<file path="src/rtl/core/i2p_pkg.sv">
`default_nettype none

package i2p_pkg;

  // store and stack depth; counts reach DEPTH itself
  localparam int unsigned DEPTH       = 64;
  localparam int unsigned AW          = $clog2(DEPTH);
  localparam int unsigned CW          = $clog2(DEPTH + 1);
  localparam int unsigned MAX_RESULTS = 64;
  localparam int unsigned OUT_LIMIT   = (DEPTH < MAX_RESULTS) ? DEPTH : MAX_RESULTS;

  // token queue between front and back, power of two
  localparam int unsigned QDEPTH = 4;
  localparam int unsigned QAW    = $clog2(QDEPTH);
  localparam int unsigned QCW    = $clog2(QDEPTH + 1);

  localparam logic [7:0] CH_DOLLAR = 8'h24;
  localparam logic [7:0] CH_STAR   = 8'h2A;
  localparam logic [7:0] CH_SLASH  = 8'h2F;
  localparam logic [7:0] CH_PCT    = 8'h25;
  localparam logic [7:0] CH_PLUS   = 8'h2B;
  localparam logic [7:0] CH_MINUS  = 8'h2D;
  localparam logic [7:0] CH_LPAR   = 8'h28;
  localparam logic [7:0] CH_RPAR   = 8'h29;
  localparam logic [7:0] CH_TAB    = 8'h09;
  localparam logic [7:0] CH_SPACE  = 8'h20;

  typedef enum logic [2:0] {
    TK_OPERAND,
    TK_OPER,
    TK_OPEN,
    TK_CLOSE,
    TK_BLANK,
    TK_BAD,
    TK_END
  } tok_kind_e;

  // TK_END carries the front's error flag in ch[0]
  typedef struct packed {
    tok_kind_e  kind;
    logic [7:0] ch;
  } token_t;

  function automatic logic [1:0] prec(input logic [7:0] c);
    logic [1:0] p;
    p = 2'd0;
    if (c == CH_DOLLAR) begin
      p = 2'd3;
    end else if (c == CH_STAR || c == CH_SLASH || c == CH_PCT) begin
      p = 2'd2;
    end else if (c == CH_PLUS || c == CH_MINUS) begin
      p = 2'd1;
    end
    return p;
  endfunction

  function automatic tok_kind_e classify(input logic [7:0] c);
    tok_kind_e k;
    if ((c >= 8'h30 && c <= 8'h39) || (c >= 8'h41 && c <= 8'h5A) ||
        (c >= 8'h61 && c <= 8'h7A)) begin
      k = TK_OPERAND;
    end else if (c == CH_SPACE || c == CH_TAB) begin
      k = TK_BLANK;
    end else if (c == CH_RPAR) begin
      k = TK_CLOSE;
    end else if (c == CH_LPAR) begin
      k = TK_OPEN;
    end else if (prec(c) != 2'd0) begin
      k = TK_OPER;
    end else begin
      k = TK_BAD;
    end
    return k;
  endfunction

endpackage

`default_nettype wire

</file>
<file path="src/rtl/core/infix_to_prefix_converter.sv">
// Loading: one word per cycle while the front is idle; non-last words give no result.
// After a last word: the front scans the stored chars backward; the back handles each operand,
// ')', operator and '(' with its popped stack entries, then flushes the stack at the end
// marker and emits the result words.
// Input is taken again as soon as the end marker enters the token queue.
// Reset (rst_ni low, async): counts, flags, states and queue cleared; stores not cleared.
`default_nettype none

module infix_to_prefix_converter (
  input  wire logic        clk_i,
  input  wire logic        rst_ni,
  // input words
  input  wire logic        s_axis_tvalid_i,
  output logic             s_axis_tready_o,
  input  wire logic [7:0]  s_axis_tdata_i,   // [7:0] ch
  input  wire logic        s_axis_tlast_i,   // last char of the expression
  // result words
  output logic             m_axis_tvalid_o,
  input  wire logic        m_axis_tready_i,
  output logic [7:0]       m_axis_tdata_o,   // [7:0] out_char
  output logic [1:0]       m_axis_tuser_o,   // [0] present, [1] err
  output logic             m_axis_tlast_o    // end_of_run
);

  // Front: stores chars, then on tlast reads the store backward, classifies each
  // char and queues tokens (blanks dropped, unknown bytes flagged). An end token
  // carries the front's error flag (store overflow, unknown char).
  i2p_pkg::token_t             q_din, q_dout;
  logic                        q_push, q_pop, q_empty, q_full;
  logic [i2p_pkg::QCW-1:0]     q_count;

  i2p_front u_front (
    .clk_i      (clk_i),
    .rst_ni     (rst_ni),
    .in_valid_i (s_axis_tvalid_i),
    .in_ready_o (s_axis_tready_o),
    .in_ch_i    (s_axis_tdata_i),
    .in_last_i  (s_axis_tlast_i),
    .q_push_o   (q_push),
    .q_tok_o    (q_din),
    .q_full_i   (q_full),
    .q_count_i  (q_count)
  );

  // Short token queue; lets the front start loading the next expression
  // while the back still converts and emits the current one.
  i2p_fifo u_fifo (
    .clk_i   (clk_i),
    .rst_ni  (rst_ni),
    .push_i  (q_push),
    .din_i   (q_din),
    .pop_i   (q_pop),
    .dout_o  (q_dout),
    .empty_o (q_empty),
    .full_o  (q_full),
    .count_o (q_count)
  );

  // Back: operator stack with cached top and an output stack, both in RAM
  // with registered reads. After the end token it flushes the operator stack,
  // then pops the output stack into the output register, which decouples
  // the result side.
  i2p_back u_back (
    .clk_i         (clk_i),
    .rst_ni        (rst_ni),
    .q_tok_i       (q_dout),
    .q_empty_i     (q_empty),
    .q_pop_o       (q_pop),
    .out_valid_o   (m_axis_tvalid_o),
    .out_ready_i   (m_axis_tready_i),
    .out_char_o    (m_axis_tdata_o),
    .out_present_o (m_axis_tuser_o[0]),
    .out_err_o     (m_axis_tuser_o[1]),
    .out_last_o    (m_axis_tlast_o)
  );

endmodule

`default_nettype wire

</file>
<file path="src/rtl/core/i2p_fifo.sv">
`default_nettype none

module i2p_fifo (
  input  wire logic                     clk_i,
  input  wire logic                     rst_ni,
  input  wire logic                     push_i,
  input  wire i2p_pkg::token_t          din_i,
  input  wire logic                     pop_i,
  output i2p_pkg::token_t               dout_o,
  output logic                          empty_o,
  output logic                          full_o,
  output logic [i2p_pkg::QCW-1:0]       count_o
);

  i2p_pkg::token_t                 mem_q [i2p_pkg::QDEPTH];
  logic [i2p_pkg::QAW-1:0]         wptr_q, wptr_d;
  logic [i2p_pkg::QAW-1:0]         rptr_q, rptr_d;
  logic [i2p_pkg::QCW-1:0]         cnt_q, cnt_d;
  logic                            do_push, do_pop;

  assign empty_o = (cnt_q == '0);
  assign full_o  = (cnt_q == i2p_pkg::QCW'(i2p_pkg::QDEPTH));
  assign count_o = cnt_q;
  assign dout_o  = mem_q[rptr_q];

  assign do_push = push_i && !full_o;
  assign do_pop  = pop_i && !empty_o;

  always_comb begin
    wptr_d = wptr_q;
    rptr_d = rptr_q;
    cnt_d  = cnt_q;
    if (do_push) begin
      wptr_d = wptr_q + 1'b1;
    end
    if (do_pop) begin
      rptr_d = rptr_q + 1'b1;
    end
    if (do_push && !do_pop) begin
      cnt_d = cnt_q + 1'b1;
    end else if (do_pop && !do_push) begin
      cnt_d = cnt_q - 1'b1;
    end
  end

  always_ff @(posedge clk_i or negedge rst_ni) begin
    if (!rst_ni) begin
      wptr_q <= '0;
      rptr_q <= '0;
      cnt_q  <= '0;
    end else begin
      wptr_q <= wptr_d;
      rptr_q <= rptr_d;
      cnt_q  <= cnt_d;
    end
  end

  always_ff @(posedge clk_i) begin
    if (do_push) begin
      mem_q[wptr_q] <= din_i;
    end
  end

endmodule

`default_nettype wire

</file>
<file path="src/rtl/core/i2p_front.sv">
`default_nettype none

module i2p_front (
  input  wire logic                     clk_i,
  input  wire logic                     rst_ni,
  input  wire logic                     in_valid_i,
  output logic                          in_ready_o,
  input  wire logic [7:0]               in_ch_i,
  input  wire logic                     in_last_i,
  output logic                          q_push_o,
  output i2p_pkg::token_t               q_tok_o,
  input  wire logic                     q_full_i,
  input  wire logic [i2p_pkg::QCW-1:0]  q_count_i
);

  typedef enum logic [1:0] {
    F_LOAD = 2'b01,
    F_SCAN = 2'b10
  } fstate_e;

  fstate_e                   state_q, state_d;
  logic [i2p_pkg::CW-1:0]    cnt_q, cnt_d;
  logic [i2p_pkg::CW-1:0]    idx_q, idx_d;
  logic                      pend_q, pend_d;
  logic                      err_q, err_d;
  logic [7:0]                store_q [i2p_pkg::DEPTH];
  logic [7:0]                rd_q;
  logic                      we;
  logic [i2p_pkg::AW-1:0]    waddr, raddr;
  logic [i2p_pkg::CW-1:0]    idx_m1;
  logic [i2p_pkg::QCW:0]     used;
  i2p_pkg::tok_kind_e        kind;

  assign in_ready_o = (state_q == F_LOAD);
  assign idx_m1     = idx_q - 1'b1;
  assign raddr      = idx_m1[i2p_pkg::AW-1:0];
  assign waddr      = cnt_q[i2p_pkg::AW-1:0];
  assign used       = {1'b0, q_count_i} + (i2p_pkg::QCW+1)'(pend_q);
  assign kind       = i2p_pkg::classify(rd_q);

  always_comb begin
    state_d  = state_q;
    cnt_d    = cnt_q;
    idx_d    = idx_q;
    pend_d   = 1'b0;
    err_d    = err_q;
    we       = 1'b0;
    q_push_o = 1'b0;
    q_tok_o  = '{kind: kind, ch: rd_q};
    unique case (state_q)
      F_LOAD: begin
        if (in_valid_i) begin
          if (cnt_q < i2p_pkg::CW'(i2p_pkg::DEPTH)) begin
            we    = 1'b1;
            cnt_d = cnt_q + 1'b1;
          end else begin
            err_d = 1'b1;
          end
          if (in_last_i) begin
            idx_d   = cnt_d;
            state_d = F_SCAN;
          end
        end
      end
      F_SCAN: begin
        // read one char per cycle, backward, while queue slots are free
        if (idx_q != '0 && used < (i2p_pkg::QCW+1)'(i2p_pkg::QDEPTH)) begin
          pend_d = 1'b1;
          idx_d  = idx_m1;
        end
        if (pend_q) begin
          if (kind == i2p_pkg::TK_BAD) begin
            err_d = 1'b1;
          end else if (kind != i2p_pkg::TK_BLANK) begin
            q_push_o = 1'b1;
          end
        end else if (idx_q == '0 && !q_full_i) begin
          q_push_o = 1'b1;
          q_tok_o  = '{kind: i2p_pkg::TK_END, ch: {7'd0, err_q}};
          cnt_d    = '0;
          err_d    = 1'b0;
          state_d  = F_LOAD;
        end
      end
      default: state_d = F_LOAD;
    endcase
  end

  always_ff @(posedge clk_i or negedge rst_ni) begin
    if (!rst_ni) begin
      state_q <= F_LOAD;
      cnt_q   <= '0;
      idx_q   <= '0;
      pend_q  <= 1'b0;
      err_q   <= 1'b0;
    end else begin
      state_q <= state_d;
      cnt_q   <= cnt_d;
      idx_q   <= idx_d;
      pend_q  <= pend_d;
      err_q   <= err_d;
    end
  end

  always_ff @(posedge clk_i) begin
    if (we) begin
      store_q[waddr] <= in_ch_i;
    end
    rd_q <= store_q[raddr];
  end

endmodule

`default_nettype wire

</file>
<file path="src/rtl/core/i2p_back.sv">
`default_nettype none

module i2p_back (
  input  wire logic                     clk_i,
  input  wire logic                     rst_ni,
  input  wire i2p_pkg::token_t          q_tok_i,
  input  wire logic                     q_empty_i,
  output logic                          q_pop_o,
  output logic                          out_valid_o,
  input  wire logic                     out_ready_i,
  output logic [7:0]                    out_char_o,
  output logic                          out_present_o,
  output logic                          out_err_o,
  output logic                          out_last_o
);

  typedef enum logic [6:0] {
    B_TOKEN    = 7'b0000001,
    B_OPER_CHK = 7'b0000010,
    B_OPEN_POP = 7'b0000100,
    B_FLUSH    = 7'b0001000,
    B_POP_WAIT = 7'b0010000,
    B_EMIT_RD  = 7'b0100000,
    B_EMIT_WR  = 7'b1000000
  } bstate_e;

  bstate_e                   state_q, state_d;
  bstate_e                   ret_q, ret_d;
  logic [i2p_pkg::CW-1:0]    top_q, top_d;
  logic [i2p_pkg::CW-1:0]    ocnt_q, ocnt_d;
  logic                      err_q, err_d;
  logic [7:0]                topv_q, topv_d;
  logic [7:0]                cur_q, cur_d;
  logic                      ov_q, ov_d;
  logic [7:0]                ochar_q, ochar_d;
  logic                      opres_q, opres_d;
  logic                      oerr_q, oerr_d;
  logic                      olast_q, olast_d;

  logic [7:0]                op_mem_q [i2p_pkg::DEPTH];
  logic [7:0]                out_mem_q [i2p_pkg::DEPTH];
  logic [7:0]                op_rd_q, out_rd_q;
  logic                      op_req, out_req, pop, op_we, out_we, out_free;
  logic [7:0]                op_wdata, out_wdata;
  logic [i2p_pkg::CW-1:0]    op_rptr, out_rptr;
  logic [i2p_pkg::AW-1:0]    op_raddr, out_raddr;

  assign out_valid_o   = ov_q;
  assign out_char_o    = ochar_q;
  assign out_present_o = opres_q;
  assign out_err_o     = oerr_q;
  assign out_last_o    = olast_q;

  assign out_free  = !ov_q || out_ready_i;
  // entry below the cached top, and the output stack's top
  assign op_rptr   = top_q - i2p_pkg::CW'(2);
  assign op_raddr  = op_rptr[i2p_pkg::AW-1:0];
  assign out_rptr  = ocnt_q - 1'b1;
  assign out_raddr = out_rptr[i2p_pkg::AW-1:0];

  always_comb begin
    state_d   = state_q;
    ret_d     = ret_q;
    top_d     = top_q;
    ocnt_d    = ocnt_q;
    err_d     = err_q;
    topv_d    = topv_q;
    cur_d     = cur_q;
    ov_d      = ov_q && !out_ready_i;
    ochar_d   = ochar_q;
    opres_d   = opres_q;
    oerr_d    = oerr_q;
    olast_d   = olast_q;
    q_pop_o   = 1'b0;
    op_req    = 1'b0;
    out_req   = 1'b0;
    pop       = 1'b0;
    op_wdata  = cur_q;
    out_wdata = topv_q;
    op_we     = 1'b0;
    out_we    = 1'b0;

    unique case (state_q)
      B_TOKEN: begin
        if (!q_empty_i) begin
          q_pop_o = 1'b1;
          unique case (q_tok_i.kind)
            i2p_pkg::TK_OPERAND: begin
              out_req   = 1'b1;
              out_wdata = q_tok_i.ch;
            end
            i2p_pkg::TK_CLOSE: begin
              op_req   = 1'b1;
              op_wdata = q_tok_i.ch;
            end
            i2p_pkg::TK_OPER: begin
              cur_d   = q_tok_i.ch;
              state_d = B_OPER_CHK;
            end
            i2p_pkg::TK_OPEN: state_d = B_OPEN_POP;
            i2p_pkg::TK_END: begin
              err_d   = err_q | q_tok_i.ch[0];
              state_d = B_FLUSH;
            end
            default: ;
          endcase
        end
      end
      B_OPER_CHK: begin
        if (top_q != '0 && i2p_pkg::prec(topv_q) > i2p_pkg::prec(cur_q)) begin
          out_req = 1'b1;
          pop     = 1'b1;
          ret_d   = B_OPER_CHK;
        end else begin
          op_req  = 1'b1;
          state_d = B_TOKEN;
        end
      end
      B_OPEN_POP: begin
        if (top_q == '0) begin
          err_d   = 1'b1;
          state_d = B_TOKEN;
        end else begin
          pop = 1'b1;
          if (topv_q == i2p_pkg::CH_RPAR) begin
            ret_d = B_TOKEN;
          end else begin
            out_req = 1'b1;
            ret_d   = B_OPEN_POP;
          end
        end
      end
      B_FLUSH: begin
        if (top_q == '0) begin
          state_d = B_EMIT_RD;
        end else begin
          pop   = 1'b1;
          ret_d = B_FLUSH;
          if (topv_q == i2p_pkg::CH_RPAR) begin
            err_d = 1'b1;
          end else begin
            out_req = 1'b1;
          end
        end
      end
      B_POP_WAIT: begin
        if (top_q != '0) begin
          topv_d = op_rd_q;
        end
        state_d = ret_q;
      end
      B_EMIT_RD: begin
        if (out_free) begin
          if (ocnt_q == '0) begin
            ov_d    = 1'b1;
            ochar_d = 8'd0;
            opres_d = 1'b0;
            oerr_d  = err_q;
            olast_d = 1'b1;
            err_d   = 1'b0;
            state_d = B_TOKEN;
          end else begin
            ocnt_d  = out_rptr;
            state_d = B_EMIT_WR;
          end
        end
      end
      B_EMIT_WR: begin
        ov_d    = 1'b1;
        ochar_d = out_rd_q;
        opres_d = 1'b1;
        oerr_d  = err_q;
        olast_d = (ocnt_q == '0);
        if (ocnt_q == '0) begin
          err_d   = 1'b0;
          state_d = B_TOKEN;
        end else begin
          state_d = B_EMIT_RD;
        end
      end
      default: state_d = B_TOKEN;
    endcase

    if (pop) begin
      top_d   = top_q - 1'b1;
      state_d = B_POP_WAIT;
    end
    if (op_req) begin
      if (top_q >= i2p_pkg::CW'(i2p_pkg::DEPTH)) begin
        err_d = 1'b1;
      end else begin
        op_we  = 1'b1;
        top_d  = top_q + 1'b1;
        topv_d = op_wdata;
      end
    end
    if (out_req) begin
      if (ocnt_q >= i2p_pkg::CW'(i2p_pkg::OUT_LIMIT)) begin
        err_d = 1'b1;
      end else begin
        out_we = 1'b1;
        ocnt_d = ocnt_q + 1'b1;
      end
    end
  end

  always_ff @(posedge clk_i or negedge rst_ni) begin
    if (!rst_ni) begin
      state_q <= B_TOKEN;
      ret_q   <= B_TOKEN;
      top_q   <= '0;
      ocnt_q  <= '0;
      err_q   <= 1'b0;
      ov_q    <= 1'b0;
    end else begin
      state_q <= state_d;
      ret_q   <= ret_d;
      top_q   <= top_d;
      ocnt_q  <= ocnt_d;
      err_q   <= err_d;
      ov_q    <= ov_d;
    end
  end

  always_ff @(posedge clk_i) begin
    topv_q  <= topv_d;
    cur_q   <= cur_d;
    ochar_q <= ochar_d;
    opres_q <= opres_d;
    oerr_q  <= oerr_d;
    olast_q <= olast_d;
  end

  always_ff @(posedge clk_i) begin
    if (op_we) begin
      op_mem_q[top_q[i2p_pkg::AW-1:0]] <= op_wdata;
    end
    op_rd_q <= op_mem_q[op_raddr];
  end

  always_ff @(posedge clk_i) begin
    if (out_we) begin
      out_mem_q[ocnt_q[i2p_pkg::AW-1:0]] <= out_wdata;
    end
    out_rd_q <= out_mem_q[out_raddr];
  end

endmodule

`default_nettype wire

</file>
<file path="config.mk">
export PLATFORM = sky130hd
export DESIGN_NAME = infix_to_prefix_converter
export DESIGN_NICKNAME = d
export VERILOG_FILES = /design/src/rtl/core/i2p_pkg.sv /design/src/rtl/core/infix_to_prefix_converter.sv /design/src/rtl/core/i2p_fifo.sv /design/src/rtl/core/i2p_front.sv /design/src/rtl/core/i2p_back.sv
export SDC_FILE = /design/constraint.sdc
export NUM_CORES = 2
export LEC_CHECK = 0
export BUFFER_PORTS_ARGS = -buffer_cell sky130_fd_sc_hd__buf_2
export CORE_UTILIZATION = 45
export DETAILED_ROUTE_END_ITERATION = 16
export HOLD_SLACK_MARGIN = 0.03
export PLACE_DENSITY = 0.59
export SLEW_MARGIN = 20
export SYNTH_ARGS = -nofsm -noshare
export SYNTH_HDL_FRONTEND = slang
export SYNTH_SLANG_ARGS = --single-unit
</file>
<file path="constraint.sdc">
create_clock -name clk_i -period 4.82 [get_ports clk_i]
set_input_delay 0.482 -clock clk_i [delete_from_list [all_inputs] [get_ports clk_i]]
set_output_delay 0.482 -clock clk_i [all_outputs]
set_load 0.01 [all_outputs]
</file>
* Word level (Yosys, flattened, before mapping)
Memory sizes are Yosys's and may differ from the RTL's. A register that Yosys moved wholly into a read port is not among the register bits.
Cells that the tools add are included.
** Word-level totals
- Bits in registers :: 82
- Bits in writable memories :: 1580
- Input port bits :: 13
- Output and inout bits :: 13
- Memories :: 4
** Memories
- u_back.op_mem_q :: words 64, width 8, read ports 1, clocked after Yosys merged registers in 1, write ports 1, RTL line i2p_back.sv:40 : logic [7:0] op_mem_q [i2p_pkg::DEPTH];
- u_back.out_mem_q :: words 64, width 8, read ports 1, clocked after Yosys merged registers in 1, write ports 1, RTL line i2p_back.sv:41 : logic [7:0] out_mem_q [i2p_pkg::DEPTH];
- u_front.store_q :: words 64, width 8, read ports 1, clocked after Yosys merged registers in 1, write ports 1, RTL line i2p_front.sv:26 : logic [7:0] store_q [i2p_pkg::DEPTH];
- u_fifo.mem_q :: words 4, width 11, read ports 1, clocked after Yosys merged registers in 0, write ports 1, RTL line i2p_fifo.sv:15 : i2p_pkg::token_t mem_q [i2p_pkg::QDEPTH];
** Operators by class
- Add/subtract/negate cells :: 12
- $lt $le $gt $ge :: 11
- Equality and inequality tests :: 58
- Muxes and demuxes :: 141
- Bitwise gates (word level) :: 2
- Reductions and logical operators :: 51
** Operators with widths (number)
- 8-bit by 6-bit equality test with 1-bit output (second input constant) :: 22
- 7-bit two-way mux :: 25
- 8-bit two-way mux :: 12
- 1-bit two-way mux :: 60
- 7-bit case mux with 7 select lines :: 1
- 7-bit case mux with 3 select lines :: 2
- 11-bit two-way mux :: 3
- 2-bit two-way mux :: 16
- 7-bit case mux with 2 select lines :: 2
- 3-bit two-way mux :: 8
- 7-bit by 1-bit adder with 7-bit output (second input constant) :: 3
- 7-bit logical NOT :: 3
- 7-bit by 1-bit subtractor with 7-bit output (second input constant) :: 3
- 8-bit by 7-bit >= comparator with 1-bit output (second input constant) :: 2
- 8-bit by 7-bit <= comparator with 1-bit output (second input constant) :: 2
- 8-bit case mux with 2 select lines :: 1
- 4-bit AND reduction :: 4
- 7-bit >= comparator (second input constant) :: 2
- 1-bit case mux with 2 select lines :: 7
- 7-bit nonzero test :: 2
- 1-bit logical OR :: 13
- 2-bit by 1-bit != test with 1-bit output (second input constant) :: 6
- 3-bit by 1-bit != test with 1-bit output (second input constant) :: 4
- 1-bit logical AND :: 11
- other kinds (41) :: 61

* Depth between registers and ports, before layout
- Word-level depth :: 25
- Gate-level depth with buffers :: 15
- Gate-level depth less buffers :: 12

* Modules after synthesis
From an unflattened synthesis, not the netlist that was laid out.
** Second synthesis, totals
- Cell total of the unflattened synthesis :: 3335
- Area total of the unflattened synthesis :: 66617.6 um^2
** By module, submodules not included
- i2p_back :: times used 1, cells an instance 2144, area each 43063.8 um^2
- i2p_front :: times used 1, cells an instance 1098, area each 21513.1 um^2
- i2p_fifo :: times used 1, cells an instance 93, area each 2040.7 um^2

* Worst setup path after synthesis
No wires, ideal clock.
- Kind :: register to register
- Start point :: reg u_back.top_q[1] (netlist name)
- End point :: reg u_back.op_rd_q[6], read port of u_back.op_mem_q
- Library setup time :: 0.134 ns
- Data arrival time :: 4.180 ns
- Path slack :: 0.506 ns
- Cell stages (with the launch flop) :: 12
- Path buffers :: 5
- Clock period less this slack :: 4.314 ns
- Cell sequence :: dfrtp_1 > clkbuf_1 > clkbuf_1 > buf_1 > clkbuf_1 > inv_1 > ha_1 > xor2_1 > clkbuf_1 > mux4_2 > nor2b_1 > or4_1
** Between the ends
- Cells in the longest elaborated chain, start to end :: 1
** RTL lines
- from (decl) :: RTL line i2p_back.sv:29 : logic [i2p_pkg::CW-1:0] top_q, top_d;
- from (signal assigned) :: RTL line i2p_back.sv:218 : top_q <= top_d;
- 6-bit by 2-bit subtractor with 6-bit output :: RTL line i2p_back.sv:56 : assign op_rptr = top_q - i2p_pkg::CW'(2);
- to (decl) :: RTL line i2p_back.sv:42 : logic [7:0] op_rd_q, out_rd_q;
No other way between the ends.
A chain may end at the register's enable or synchronous reset.

* Final worst setup path
- Start point :: reg u_back.state_q[4]
- End point :: mem u_back.out_mem_q[26][6], enable pin
** Between the ends
- Cells in the longest elaborated chain, start to end :: 6
- Elaborated cells on any way between the ends :: 9
- Classes of those cells :: eq/ne (4); mux (4); reduce/logical (1)
** RTL lines
- from (decl) :: RTL line i2p_back.sv:27 : bstate_e state_q, state_d;
- from (signal assigned) :: RTL line i2p_back.sv:216 : state_q <= state_d;
- 7-bit by 3-bit equality test with 1-bit output / 7-bit by 4-bit equality test with 1-bit output (equally long branches) :: RTL line i2p_back.sv:83 : unique case (state_q)
- 2-bit OR reduction (no source line)
- 1-bit case mux with 3 select lines (*) :: RTL line i2p_back.sv:83
- 1-bit two-way mux (*) :: RTL line i2p_back.sv:197 : if (out_req) begin
- 1-bit two-way mux (*) :: RTL line i2p_back.sv:242 : if (out_we) begin
- 1-bit two-way mux (not written as such) (*) :: RTL line i2p_back.sv:243 : out_mem_q[ocnt_q[i2p_pkg::AW-1:0]] <= out_wdata;
- to (decl) :: RTL line i2p_back.sv:41
Every way passes the cells marked *; elsewhere a longest branch is shown, timed or not.

==> results.sh <==
export IMPL_status="finished, final reports clean"
export IMPL_htreeDepth=4
export IMPL_routed_wirelength_um=150000
export IMPL_nNetsFinal=3329
export IMPL_pwr_density_cell_nw_per_um2=623
export IMPL_dp_slack_ns=0.238
export IMPL_vias=31700
export IMPL_tightest_slew_ns=1.05
export IMPL_synth_common_cells="edfxtp_1, mux4_2, nor2_1"
export IMPL_die_width_um=386
export IMPL_crit_arrival_ns=5.13
export IMPL_rsz0062_at_grt="false"
export IMPL_synth_area_um2=66200
export IMPL_place_detailed_hpwl_um=91500
export IMPL_grt_pass1_vias=32500
export IMPL_fin_setup_tns_ns=0
export IMPL_drive_gt1_share_pct=25.8
export IMPL_die_h_um=386
export IMPL_cp_cell_sequence="or3_1, or4b_1, or4_4, a311oi_1, nand2_1, nor2_1"
export IMPL_gp_congestion=0.853
export IMPL_reg2reg_from="u_back.state_q[4]"
export IMPL_path_clk_slew_ns=0.06
export IMPL_fin_cells=5360
export IMPL_worstHoldStart="m_axis_tready_i"
export IMPL_viasPerCell=5.91
export IMPL_timing_fmax_mhz=212
export IMPL_fin_crit_sh_pct=97.7
export IMPL_dp_cells=5035
export IMPL_cap_violations=0
export IMPL_cp_slowest_stage_delay_ns=0.76
export IMPL_cts_setup_buffers=0
export IMPL_grt_util_all_layers_pct=20.5
export IMPL_clock_path_buffers=3
export IMPL_n_antenna_cell=0
export IMPL_synth_edff_count=1599
export IMPL_dr_pass1_iters=6
export IMPL_post_route_cell_area_um2=74900
export IMPL_synth_cells=3159
export IMPL_slew_headroom_pct=29.6
export IMPL_route_detailed_drc=0
export IMPL_placed_cell_area_um2=69100
export IMPL_cts_tree="done"
export IMPL_rr_worst_depth=6
export IMPL_final_max_slew_violation_count=0
export IMPL_clock_insertion_delay_worst_skew_ns=0.80
export IMPL_antenna_found_initial=2
export IMPL_whs_ns=0.145
export IMPL_start_util_pct=45.4
export IMPL_period_needed_ns=4.71
export IMPL_cts_buffers=171
export IMPL_ys_warn_count=0
export IMPL_reg2reg_to="u_back.out_mem_q[26][6]"
export IMPL_wl_per_cell_um=27.9
export IMPL_async_flop_share_pct=3.09
export IMPL_worst_path_max_delay_cell="nor2_1"
export IMPL_cts_sinks=1683
export IMPL_fin_skew_ns=0.0437
export IMPL_synth_distinct_cells=74
export IMPL_overflow=0
export IMPL_synth_flop_cell="edfxtp_1"
export IMPL_finalSetupViolations=0
export IMPL_syn_nets=3194
export IMPL_crit_path_start_kind="flip-flop"
export IMPL_min_path_type="input pin to flip-flop"
export IMPL_port_buffers=25
export IMPL_grt_pass1_wl_um=223000
export IMPL_p_leak_nw=23.6
export IMPL_yosys_area_top_type="edfxtp_1"
export IMPL_die_area_um2=149000
export IMPL_critical_path_max_fanout=12
export IMPL_ctsRootBufferMaster="clkbuf_16"
export IMPL_ant_nets=0
export IMPL_setup_ws_ns=0.112
export IMPL_num_rows=140
export IMPL_synth_area_leaders="edfxtp_1, mux4_2, dfrtp_1, nor2_1, dfxtp_1"
export IMPL_crit_end="u_back.out_mem_q[26][6]"
export IMPL_yosysSeqAreaShare_pct=75.4
export IMPL_grt_max_degree=133
export IMPL_synth_most_common_cell="edfxtp_1"
export IMPL_critPathCaptureType="flip-flop"
export IMPL_synth_seq_cells=1683
export IMPL_r2r_slack_ns=0.11
export IMPL_drt_iter0_drc=2802
export IMPL_core_um2=146000
export IMPL_synth_avg_cell_area_um2=21.0
export IMPL_irDropWorstVdd_v=0.000499
export IMPL_area_delta_synth_final_pct=13.0
export IMPL_cp_required_ns=5.24
export IMPL_finalHoldViolCount=0
export IMPL_ios=26
export IMPL_crit_path_start="u_back.state_q[4]"
export IMPL_yosys_area_top_type_share_pct=72.5
export IMPL_path_class="flip-flop to flip-flop"
## final cells by class
cell class / instances / area (um^2)
clock buffers: 209 / 4580
clock inverters: 113 / 1110
fillers: 11300 / 71000
inverters: 29 / 109
multi-input cells: 1294 / 15700
flip-flops and latches: 1683 / 50000
well taps: 1917 / 2400
repair buffers: 115 / 967
## per-layer routing
metal | global-route usage, % | share of wire, %
met4 | 5.12 | 1.9
met2 | 32.1 | 48
met1 | 29.9 | 44
met5 | 0 | 0
met3 | 3.67 | 6.6
## flip-flops by register name, indices dropped and copies added, names as in the netlist, 8 cells and up
| signal | cells |
|---|---|
| u_back.out_mem_q | 512 |
| u_back.topv_q | 8 |
| u_fifo.mem_q | 44 |
| u_back.cur_q | 8 |
| u_back.op_rd_q | 8 |
| u_front.rd_q | 8 |
| u_back.op_mem_q | 512 |
| u_back.out_rd_q | 8 |
| u_back.out_char_o | 8 |
| u_front.store_q | 512 |
## what timing repair did
item                                    4_1_cts  5_1_grt
endpoints found under the hold margin        51        0
gates resized for setup                       0        2
hold buffers                                  2        0
endpoints found under the setup margin        0        8
## worst min path at each step
stage,endpoint,cells after the start
2_1_floorplan,u_back.err_q,0
4_1_cts,u_back.out_valid_o,3
3_5_place_dp,u_back.out_char_o[5],1
5_1_grt,u_back.out_valid_o,3
6_report,u_back.out_valid_o,3
3_3_place_gp,u_back.ret_q[2],1
## layout by cell type, fill, tap and decap left out, types with 12 or more instances in the layout
master,count
buf_4,75
dfrtp_1,45
a21oi_1,28
mux4_2,473
mux2_2,13
and2_1,16
xnor2_1,19
a22oi_1,29
nand3_1,29
inv_1,28
mux2i_1,57
nand2_1,88
nor3_1,14
clkbuf_1,27
clkbuf_16,175
nand2b_1,13
bufinv_16,14
dfxtp_1,32
clkinv_1,43
buf_2,25
nor2b_1,44
o21ai_0,38
nor2_1,246
clkinv_2,26
or4_1,12
ha_1,18
edfxtp_1,1599
## where the power goes
| group | internal, mW | switching, mW | total [mW] |
|---|---|---|---|
| clock | 7.58 | 5.62 | 13.2 |
| combinational | 6.43 | 8.72 | 15.1 |
| sequential | 17.8 | 0.505 | 18.3 |
## through the flow
| stage | utilization (%) | power [mW] |
|---|---|---|
| finish | 51.3 | 46.7 |
| global route | 51.3 | 48.4 |
| CTS | 51.3 | 47.1 |
| detailed placement | 47.4 | 33.9 |
| global placement | 47.4 | 33.7 |
| floorplan | - | 28.4 |
## kinds of logic (layout without fill, tap and decap cells)
kind of cell | Yosys count | count (layout) | share of synthesized area (%)
xor gates and xnor gates | 34 | 34 | 0.449
muxes | 551 | 551 | 17.3
and+or+nand+nor | 525 | 525 | 3.71
adders and majority gates | 22 | 22 | 0.427
buffers and inverters | 182 | 466 | 1.06
DFF | 1683 | 1683 | 75.4
AOI/OAI and AO/OA | 162 | 162 | 1.64
## worst max-delay path, delay by kind of cell, from the launching register on
kind	cells	cell delay, ns
flip-flops	1	0.50
AND/OR/NAND/NOR	5	3.16
AO/OA/AOI/OAI	1	0.66
(Power assumes the default switching activity.)
